$ cat src/rtl/bgc_pkg.sv
`timescale 1ns / 1ps
`default_nettype none
// ----------------------------------------------------------------------------
// bgc_pkg
// shared types, register indexes and gesture codes for the button gesture
// classifier
// ----------------------------------------------------------------------------
package bgc_pkg;

  localparam int NumButtonsDefault = 8;

  localparam int BtnW = 3;
  localparam int GestW = 3;
  localparam int TimeW = 32;
  localparam int MsW = 16;
  localparam int MaskW = 8;
  localparam int CfgIdxW = 3;
  localparam int CfgDataW = 16;

  // gesture codes
  localparam logic [GestW-1:0] G_NONE = 3'd0;
  localparam logic [GestW-1:0] G_SHORT = 3'd1;
  localparam logic [GestW-1:0] G_LONG = 3'd2;
  localparam logic [GestW-1:0] G_REPEAT = 3'd3;
  localparam logic [GestW-1:0] G_DOUBLE = 3'd4;
  localparam logic [GestW-1:0] G_AP = 3'd5;
  localparam logic [GestW-1:0] G_RESET = 3'd6;

  // configuration register indexes
  localparam logic [CfgIdxW-1:0] REG_DEBOUNCE = 3'd0;
  localparam logic [CfgIdxW-1:0] REG_LONG_PRESS = 3'd1;
  localparam logic [CfgIdxW-1:0] REG_DOUBLE_WIN = 3'd2;
  localparam logic [CfgIdxW-1:0] REG_REPEAT_BACK = 3'd3;
  localparam logic [CfgIdxW-1:0] REG_AP_HOLD = 3'd4;
  localparam logic [CfgIdxW-1:0] REG_RESET_HOLD = 3'd5;
  localparam logic [CfgIdxW-1:0] REG_IMM_MASK = 3'd6;
  localparam logic [CfgIdxW-1:0] REG_DWAIT_MASK = 3'd7;

  // register reset values
  localparam logic [MsW-1:0] DEBOUNCE_RST = 16'd50;
  localparam logic [MsW-1:0] LONG_PRESS_RST = 16'd600;
  localparam logic [MsW-1:0] DOUBLE_WIN_RST = 16'd350;
  localparam logic [MsW-1:0] REPEAT_BACK_RST = 16'd400;
  localparam logic [MsW-1:0] AP_HOLD_RST = 16'd5000;
  localparam logic [MsW-1:0] RESET_HOLD_RST = 16'd10000;
  localparam logic [MaskW-1:0] IMM_MASK_RST = 8'd0;
  localparam logic [MaskW-1:0] DWAIT_MASK_RST = 8'd2;

  typedef struct packed {
    logic [MsW-1:0] debounce_ms;
    logic [MsW-1:0] long_press_ms;
    logic [MsW-1:0] double_window_ms;
    logic [MsW-1:0] repeat_back_ms;
    logic [MsW-1:0] ap_hold_ms;
    logic [MsW-1:0] reset_hold_ms;
    logic [MaskW-1:0] immediate_mask;
    logic [MaskW-1:0] double_wait_mask;
  } bgc_cfg_t;

  // one per-button state entry as held in the state memory
  typedef struct packed {
    logic was_pressed;
    logic long_seen;
    logic double_pending;
    logic [TimeW-1:0] press_stamp;
    logic [TimeW-1:0] release_stamp;
  } bgc_entry_t;

endpackage : bgc_pkg
`default_nettype wire

$ cat src/rtl/bgc_cfg_regs.sv
`timescale 1ns / 1ps
`default_nettype none
// ----------------------------------------------------------------------------
// bgc_cfg_regs
// configuration register file, written through a valid/ready port
// ----------------------------------------------------------------------------
module bgc_cfg_regs (
  input  wire logic                         clk,
  input  wire logic                         rst,
  input  wire logic                         cfg_valid,
  output logic                              cfg_ready,
  input  wire logic [bgc_pkg::CfgIdxW-1:0]  cfg_index,
  input  wire logic [bgc_pkg::CfgDataW-1:0] cfg_data,
  output bgc_pkg::bgc_cfg_t                 cfg
);
  import bgc_pkg::*;

  assign cfg_ready = 1'b1;

  always_ff @(posedge clk) begin
    if (rst) begin
      cfg.debounce_ms <= DEBOUNCE_RST;
      cfg.long_press_ms <= LONG_PRESS_RST;
      cfg.double_window_ms <= DOUBLE_WIN_RST;
      cfg.repeat_back_ms <= REPEAT_BACK_RST;
      cfg.ap_hold_ms <= AP_HOLD_RST;
      cfg.reset_hold_ms <= RESET_HOLD_RST;
      cfg.immediate_mask <= IMM_MASK_RST;
      cfg.double_wait_mask <= DWAIT_MASK_RST;
    end else if (cfg_valid && cfg_ready) begin
      case (cfg_index)
        REG_DEBOUNCE:    cfg.debounce_ms <= cfg_data;
        REG_LONG_PRESS:  cfg.long_press_ms <= cfg_data;
        REG_DOUBLE_WIN:  cfg.double_window_ms <= cfg_data;
        REG_REPEAT_BACK: cfg.repeat_back_ms <= cfg_data;
        REG_AP_HOLD:     cfg.ap_hold_ms <= cfg_data;
        REG_RESET_HOLD:  cfg.reset_hold_ms <= cfg_data;
        REG_IMM_MASK:    cfg.immediate_mask <= cfg_data[MaskW-1:0];
        REG_DWAIT_MASK:  cfg.double_wait_mask <= cfg_data[MaskW-1:0];
        default: begin
        end
      endcase
    end
  end

endmodule : bgc_cfg_regs
`default_nettype wire

$ cat src/rtl/bgc_state_mem.sv
`timescale 1ns / 1ps
`default_nettype none
// ----------------------------------------------------------------------------
// bgc_state_mem
// per-button state memory, registered read, valid bits for reset,
// forwarding of a write that lands on the edge of an overlapping read
// ----------------------------------------------------------------------------
module bgc_state_mem #(
  parameter int Depth = 8,
  parameter int AddrW = 3
) (
  input  wire logic               clk,
  input  wire logic               rst,
  input  wire logic               rd_en,
  input  wire logic [AddrW-1:0]   rd_addr,
  output bgc_pkg::bgc_entry_t     rd_entry,
  input  wire logic               wr_en,
  input  wire logic [AddrW-1:0]   wr_addr,
  input  wire bgc_pkg::bgc_entry_t wr_entry
);
  import bgc_pkg::*;

  bgc_entry_t mem [Depth];
  logic [Depth-1:0] entry_valid;

  bgc_entry_t rd_data;
  logic rd_valid;
  logic fwd_hit;
  bgc_entry_t fwd_data;

  always_ff @(posedge clk) begin
    if (wr_en) begin
      mem[wr_addr] <= wr_entry;
    end
  end

  always_ff @(posedge clk) begin
    if (rst) begin
      entry_valid <= '0;
    end else if (wr_en) begin
      entry_valid[wr_addr] <= 1'b1;
    end
  end

  // read side holds its data while the consumer stalls
  always_ff @(posedge clk) begin
    if (rd_en) begin
      rd_data <= mem[rd_addr];
      rd_valid <= entry_valid[rd_addr];
      fwd_hit <= wr_en && (wr_addr == rd_addr);
      fwd_data <= wr_entry;
    end
  end

  always_comb begin
    if (fwd_hit) begin
      rd_entry = fwd_data;
    end else if (rd_valid) begin
      rd_entry = rd_data;
    end else begin
      rd_entry = '0;
    end
  end

endmodule : bgc_state_mem
`default_nettype wire

$ cat src/rtl/bgc_classify.sv
`timescale 1ns / 1ps
`default_nettype none
// ----------------------------------------------------------------------------
// bgc_classify
// gesture decision and next per-button state for one sample
// ----------------------------------------------------------------------------
module bgc_classify #(
  parameter int NumButtons = 8
) (
  input  wire bgc_pkg::bgc_cfg_t           cfg,
  input  wire bgc_pkg::bgc_entry_t         cur,
  input  wire logic [bgc_pkg::BtnW-1:0]    button_index,
  input  wire logic                        pressed,
  input  wire logic [bgc_pkg::TimeW-1:0]   now_ms,
  input  wire logic                        dim_cur,
  output bgc_pkg::bgc_entry_t              nxt,
  output logic                             wr,
  output logic [bgc_pkg::GestW-1:0]        gesture,
  output logic                             dim_next
);
  import bgc_pkg::*;

  logic in_range;
  logic immediate;
  logic dwait;
  logic is_zero;
  logic [TimeW-1:0] held_stamp;
  logic [TimeW-1:0] held_time;
  logic [TimeW-1:0] dur;
  logic [TimeW-1:0] since_release;

  always_comb begin
    in_range = 32'(button_index) < NumButtons;
    immediate = cfg.immediate_mask[button_index];
    dwait = cfg.double_wait_mask[button_index];
    is_zero = (button_index == '0);
    held_stamp = cur.was_pressed ? cur.press_stamp : now_ms;
    held_time = now_ms - held_stamp;
    dur = now_ms - cur.press_stamp;
    since_release = now_ms - cur.release_stamp;

    nxt = cur;
    gesture = G_NONE;
    dim_next = dim_cur;
    wr = in_range;

    if (in_range) begin
      if (pressed) begin
        nxt.was_pressed = 1'b1;
        if (immediate) begin
          if (!cur.was_pressed) begin
            gesture = G_SHORT;
          end
          nxt.press_stamp = now_ms;
        end else begin
          nxt.press_stamp = held_stamp;
          if (held_time > TimeW'(cfg.long_press_ms)) begin
            if (!cur.long_seen) begin
              dim_next = !dim_cur;
              gesture = G_LONG;
            end else if (!is_zero) begin
              gesture = G_REPEAT;
              nxt.press_stamp = now_ms - TimeW'(cfg.repeat_back_ms);
            end
            nxt.long_seen = 1'b1;
          end
        end
      end else if (cur.was_pressed) begin
        if (immediate) begin
          if (dur > TimeW'(cfg.debounce_ms)) begin
            nxt.was_pressed = 1'b0;
          end
        end else if (dur < TimeW'(cfg.debounce_ms)) begin
          // bounce: pending double left alone
          nxt.was_pressed = 1'b0;
        end else begin
          nxt.double_pending = 1'b0;
          if (is_zero && dur > TimeW'(cfg.ap_hold_ms)) begin
            gesture = (dur > TimeW'(cfg.reset_hold_ms)) ? G_RESET : G_AP;
          end else if (!cur.long_seen) begin
            if (!dwait) begin
              gesture = G_SHORT;
            end else if (cur.double_pending) begin
              gesture = G_DOUBLE;
            end else begin
              nxt.double_pending = 1'b1;
              nxt.release_stamp = now_ms;
            end
          end
          nxt.was_pressed = 1'b0;
          nxt.long_seen = 1'b0;
        end
      end else if (cur.double_pending &&
                   since_release > TimeW'(cfg.double_window_ms)) begin
        // double window ran out while released
        nxt.double_pending = 1'b0;
        gesture = G_SHORT;
      end
    end
  end

endmodule : bgc_classify
`default_nettype wire

$ cat src/rtl/button_gesture_classifier_unit.sv
`timescale 1ns / 1ps
`default_nettype none
// ----------------------------------------------------------------------------
// button_gesture_classifier_unit
// classifies poll samples of momentary buttons into short, long, repeat,
// double, access point hold and factory reset gestures
// ----------------------------------------------------------------------------
// a result passes stage 1 and the output register before it is offered
// throughput: one sample per cycle unless the event channel stalls, also
//   when consecutive samples hit one button (memory forwards prior write)
// reset: synchronous; clears the pipeline, dim direction and the per-entry
//   valid bits of the state memory (no clearing pass), restores config
// ----------------------------------------------------------------------------
module button_gesture_classifier_unit #(
  parameter int NUM_BUTTONS = bgc_pkg::NumButtonsDefault
) (
  input  wire logic                         clk,
  input  wire logic                         rst,
  // sample channel
  input  wire logic                         in_valid,
  output logic                              in_stall,
  input  wire logic [bgc_pkg::BtnW-1:0]     button_index,
  input  wire logic                         pressed,
  input  wire logic [bgc_pkg::TimeW-1:0]    now_ms,
  // event channel
  output logic                              out_valid,
  input  wire logic                         out_stall,
  output logic [bgc_pkg::BtnW-1:0]          event_button,
  output logic [bgc_pkg::GestW-1:0]         gesture,
  output logic                              dim_up,
  // configuration write channel
  input  wire logic                         cfg_valid,
  output logic                              cfg_ready,
  input  wire logic [bgc_pkg::CfgIdxW-1:0]  cfg_index,
  input  wire logic [bgc_pkg::CfgDataW-1:0] cfg_data
);
  import bgc_pkg::*;

  // only indexes below both the button count and the index range hold state
  localparam int Depth = (NUM_BUTTONS < (1 << BtnW)) ? NUM_BUTTONS : (1 << BtnW);
  localparam int AddrW = (Depth > 1) ? $clog2(Depth) : 1;

  bgc_cfg_t cfg;

  // stage 1: sample whose state is being read out of memory
  logic s1_valid;
  logic [BtnW-1:0] s1_button;
  logic s1_pressed;
  logic [TimeW-1:0] s1_now;
  logic s1_go;

  logic accept;
  logic in_range;
  logic dim_dir;
  logic dim_next;

  bgc_entry_t cur_entry;
  bgc_entry_t nxt_entry;
  logic cls_wr;
  logic [GestW-1:0] cls_gesture;

  // stage 1 moves on whenever the output register is free or being drained
  assign s1_go = s1_valid && (!out_valid || !out_stall);
  assign in_stall = s1_valid && !s1_go;
  assign accept = in_valid && !in_stall;
  assign in_range = 32'(button_index) < NUM_BUTTONS;

  bgc_cfg_regs u_cfg (
    .clk       (clk),
    .rst       (rst),
    .cfg_valid (cfg_valid),
    .cfg_ready (cfg_ready),
    .cfg_index (cfg_index),
    .cfg_data  (cfg_data),
    .cfg       (cfg)
  );

  // read on accept, write back as stage 1 retires
  bgc_state_mem #(
    .Depth (Depth),
    .AddrW (AddrW)
  ) u_mem (
    .clk      (clk),
    .rst      (rst),
    .rd_en    (accept && in_range),
    .rd_addr  (button_index[AddrW-1:0]),
    .rd_entry (cur_entry),
    .wr_en    (s1_go && cls_wr),
    .wr_addr  (s1_button[AddrW-1:0]),
    .wr_entry (nxt_entry)
  );

  bgc_classify #(
    .NumButtons (NUM_BUTTONS)
  ) u_cls (
    .cfg          (cfg),
    .cur          (cur_entry),
    .button_index (s1_button),
    .pressed      (s1_pressed),
    .now_ms       (s1_now),
    .dim_cur      (dim_dir),
    .nxt          (nxt_entry),
    .wr           (cls_wr),
    .gesture      (cls_gesture),
    .dim_next     (dim_next)
  );

  // stage 1 control
  always_ff @(posedge clk) begin
    if (rst) begin
      s1_valid <= 1'b0;
    end else begin
      s1_valid <= accept || (s1_valid && !s1_go);
    end
  end

  // stage 1 payload
  always_ff @(posedge clk) begin
    if (accept) begin
      s1_button <= button_index;
      s1_pressed <= pressed;
      s1_now <= now_ms;
    end
  end

  // global dim direction, flips on every first long press
  always_ff @(posedge clk) begin
    if (rst) begin
      dim_dir <= 1'b0;
    end else if (s1_go) begin
      dim_dir <= dim_next;
    end
  end

  // output register
  always_ff @(posedge clk) begin
    if (rst) begin
      out_valid <= 1'b0;
    end else if (s1_go) begin
      out_valid <= 1'b1;
    end else if (!out_stall) begin
      out_valid <= 1'b0;
    end
  end

  always_ff @(posedge clk) begin
    if (s1_go) begin
      event_button <= s1_button;
      gesture <= cls_gesture;
      dim_up <= dim_next;
    end
  end

endmodule : button_gesture_classifier_unit
`default_nettype wire
$ cat config.mk
export PLATFORM = sky130hd
export DESIGN_NAME = button_gesture_classifier_unit
export DESIGN_NICKNAME = d
export VERILOG_FILES = /design/src/rtl/bgc_pkg.sv /design/src/rtl/bgc_cfg_regs.sv /design/src/rtl/bgc_state_mem.sv /design/src/rtl/bgc_classify.sv /design/src/rtl/button_gesture_classifier_unit.sv
export SDC_FILE = /design/constraint.sdc
export NUM_CORES = 1
export LEC_CHECK = 0
export CAP_MARGIN = 20
export CORE_UTILIZATION = 50
export CTS_BUF_LIST = sky130_fd_sc_hd__clkbuf_4 sky130_fd_sc_hd__clkbuf_8
export DETAILED_ROUTE_END_ITERATION = 12
export DONT_BUFFER_PORTS = 1
export PLACE_DENSITY = 0.72
export SYNTH_ARGS = -nofsm -noshare
export SYNTH_HDL_FRONTEND = slang
export SYNTH_SLANG_ARGS = --single-unit
$ cat constraint.sdc
create_clock -name clk -period 14.1 [get_ports clk]
set_input_delay 2.82 -clock clk [delete_from_list [all_inputs] [get_ports clk]]
set_output_delay 2.82 -clock clk [all_outputs]
set_load 0.01 [all_outputs]
==> results.md <==
- Final net count: 3,589
- DRT iter0 DRCs: approximately 2,800
- Sequential share of power: 47.9%
- Overflow after GRT: 0
- Num ports: 70
- Layout cells sized above 1: about 15%
- Die width: 292.2 µm
- Die Ht: 292.2 µm
- Tightest Hold Check Type: reg2reg
- GRT met3 Usage: 4.986%
- Final setup TNS: 0 ns
- Commonest cells in the netlist: edfxtp_1 (715), nand2_1 (348), a21oi_1 (253)
- Via/cell ratio: just over 6
- Max stage delay on crit path: 0.90 ns
- PwrDens: 129.3 nW/µm²
- Post-Synthesis Cell Area: 42,110 µm²
- Post-CTS resize count: 0
- H-tree depth: 4
- Switching Share: ~27%
- Largest family of logic cells by synthesized area: compound AO/OA/AOI/OAI gates
- Initial Util: 50.39%
- Gpl congestion: 0.9439
- Library cells used by synthesis: 102
- Worst Skew: roughly 0.045 ns
- Most Used Layer, Global Route: met2
- Crit Path Max Fanout: between 50 and 60
- Worst slew margin: between 20% and 30%
- Multi-input gate area: 16,870 µm²
- Hold Violations, Final: 0
- XOR/XNOR Fraction of Synth Area: 1.726%
- IR drop worst, VDD: 0.00007877 V
- Largest cells by area after synthesis: edfxtp_1 (51%), mux4_2 (7.4%), dfxtp_1 (5.8%)
- Switching Power: 1613 µW
- Vias: 28,013
- Int Power: 4325 µW
- Routed wire length: 107,000 µm
- Synth Area in Adders: 5.655%
- LEAKAGE: 0.01630 µW
- Area grow syn2layout: 9.040%
- Post-Syn Nets: 3,575
- Max_cap viols: 0
- Syn avg cell area: about 13 µm²
- Initial antenna violation count: 7
- Status: finished clean
- 1st-pass router iterations: 5
- Crit share post-route: roughly three fifths
- Slew Limit Fails: 0
- # hold bufs at CTS: 0
- RSZ-0062 raised after global routing: no
- Num CTS Buffers: 136
- Post-DRT Antenna Nets: 0
- Synth top area share: 50.99%
- Worst Setup SP: u_mem.rd_valid
- Critical Path AT: 9.04 ns
- Mux share of post-synthesis cell area: 10.90%
- Setup crit start kind: register
- Core area: 83,560 µm²
- Critical R2R Launch: u_mem.rd_valid
- Clock sinks: between 800 and 900
- FP Rows: 106
- EDFF count, synth: 715
- CP endpoint kind: register
- Comb power frac: roughly 16%
- Post-CTS Setup Repair Bufs: 0
- DP HPWL: between 70,000 and 80,000 µm
- Clk pwr share: 36.2%
- Min cycle time layout: 8.595 ns
- HP Start: u_cfg.cfg[7]
- Syn. warnings: 0
- Hold Slack: approximately 0.45 ns
- All-Layer GR Usage: 25.07%
- FF/Latch Area: 23,930 µm²
- GR met2 Demand/Resource: 39.80%
- Peak Freq: 0.1163 GHz
- IO buf count: 0
- Largest net degree at the start of global routing: 139
- Fill cells: 6,726
- Skew-Pair Late Insertion Delay: 0.82 ns
- Req. time, crit path: 14.54 ns
- Async SR Flop Fraction: 0%
- Wire length per cell: 23.56 µm
- Met1 Use GR: roughly a third
- Clk buf depth: 3
- Root buffer cell: clkbuf_8
- Die ar.: 85,380 µm²
- TritonCTS clock tree: built
- Dominant cell type by area after synthesis: edfxtp_1
- Setup CP Type: reg2reg
- Synthesized instance count: between 3,000 and 4,000
- Vias in the first global route: 27,241
- Final setup fails: 0
- Seq/Total Area, Yosys: 56.84%
- Main synth FF type: edfxtp_1
- Worst slew pin tran: 1.091 ns
- FF+latch count, synth: roughly 840
- Crit path max-delay family: compound AO/OA/AOI/OAI gates
- Slowest CP cell: a211oi_1
- Worst-path clk slew: 0.06 ns
- Worst Path Buf+Inv: 3
- Post-Synth Simple-Gate Area: roughly a tenth
- Post-route DRC: 0
- First-pass GRT wire length: 162,100 µm
- Most numerous cell in the Yosys netlist: edfxtp_1
- Complex-gate fraction of the synthesized area: 11.57%
-- sequential cells by signal, summed over array words and instances, names as in the netlist --
| register | cells |
|---|---|
| u_mem.rd_data | 67 |
| s1_button | 3 |
| u_mem.fwd_data | 67 |
| dim_up | 1 |
| u_mem.rd_valid | 1 |
| gesture | 3 |
| out_valid | 1 |
| dim_dir | 1 |
| u_mem.mem | 536 |
| s1_now | 32 |
| u_mem.fwd_hit | 1 |
| u_cfg.cfg | 112 |
| s1_valid | 1 |
| event_button | 3 |
| s1_pressed | 1 |
| u_mem.entry_valid | 8 |
-- logic make-up after synthesis --
| logic type | count (synthesis) |
|---|---|
| compound gates | 739 |
| buf+inv | 336 |
| mux | 276 |
| fa+ha+maj | 190 |
| xor+xnor | 83 |
| flops | 838 |
| simple gates | 870 |
| other cells | 1 |
-- placed cells by master (no fill, tap or decap), drive strengths merged, types with 29 or more instances in the layout --
cell	n
inv	176
xor2	29
buf	39
nand4	37
a22oi	54
dfxtp	123
clkbuf	191
nor2	174
xnor2	54
a21o	52
a211oi	37
nand2	349
a21oi	253
clkinv	40
mux4	138
o21a	29
mux2i	62
nor3	62
ha	179
nand2b	32
o21ai	119
edfxtp	715
nand3	47
a211o	35
mux2	76
-- worst min-delay path, delay by kind of cell, from the launching register on --
| family | cells | cell delay (ns) |
|---|---|---|
| DFF | 1 | 0.30 |
| AOI/OAI and AO/OA | 1 | 0.05 |
| and+or+nand+nor | 1 | 0.05 |
-- path summary, 6_finish.rpt --
check	to	slack, ns	cells after the start
worst max-delay path	u_mem.mem[1][41]	5.50	28
worst min-delay path	u_cfg.cfg[7]	0.45	2
worst max register to register	u_mem.mem[1][41]	5.50	28
worst min register to register	u_cfg.cfg[7]	0.45	2
-- layer usage --
metal / part of all wire (%) / vias up / wire length [µm]
li1: - / 12743 / -
met2: 47 / 1157 / 50220
met1: 42 / 13908 / 44810
met3: 8.1 / 197 / 8643
met5: 0.057 / - / 61
met4: 3.0 / 8 / 3255
-- final cells by class --
type / instances / area share (%)
Antenna cell: 5 / 0.02725
Clock buffer: 187 / 5.047
Tap cell: 1080 / 2.943
Sequential cell: 838 / 52.13
Inverter: 169 / 1.382
Clock inverter: 60 / 0.9974
Timing Repair Buffer: 43 / 0.7249
Multi-Input combinational cell: 2159 / 36.75
-- power groups by stage --
| stage | clock [µW] | combinational [µW] | sequential, µW |
|---|---|---|---|
| 2_1_floorplan | 0 | 703 | 2880 |
| 3_3_place_gp | 0 | 912 | 2890 |
| 3_5_place_dp | 0 | 925 | 2890 |
| 4_1_cts | 2180 | 930 | 2840 |
| 5_1_grt | 2290 | 1030 | 2850 |
| 6_report | 2150 | 945 | 2840 |
-- per-stage QoR --
| step | instances | cell area, µm² | setup slack (ns) | util [%] | total power (µW) |
|---|---|---|---|---|---|
| global placement | 4283 | 43070 | 5.201 | 51.55 | 3804 |
| global route | 4541 | 45910 | 4.989 | 54.95 | 6174 |
| finish | 4541 | 45910 | 5.505 | 54.95 | 5938 |
| detailed placement | 4283 | 43070 | 4.974 | 51.55 | 3819 |
| CTS | 4530 | 45840 | 4.920 | 54.87 | 5958 |
| floorplan | 3333 | 42110 | 2.763 | - | 3582 |
Note: power is estimated with default switching activity, not from simulation.
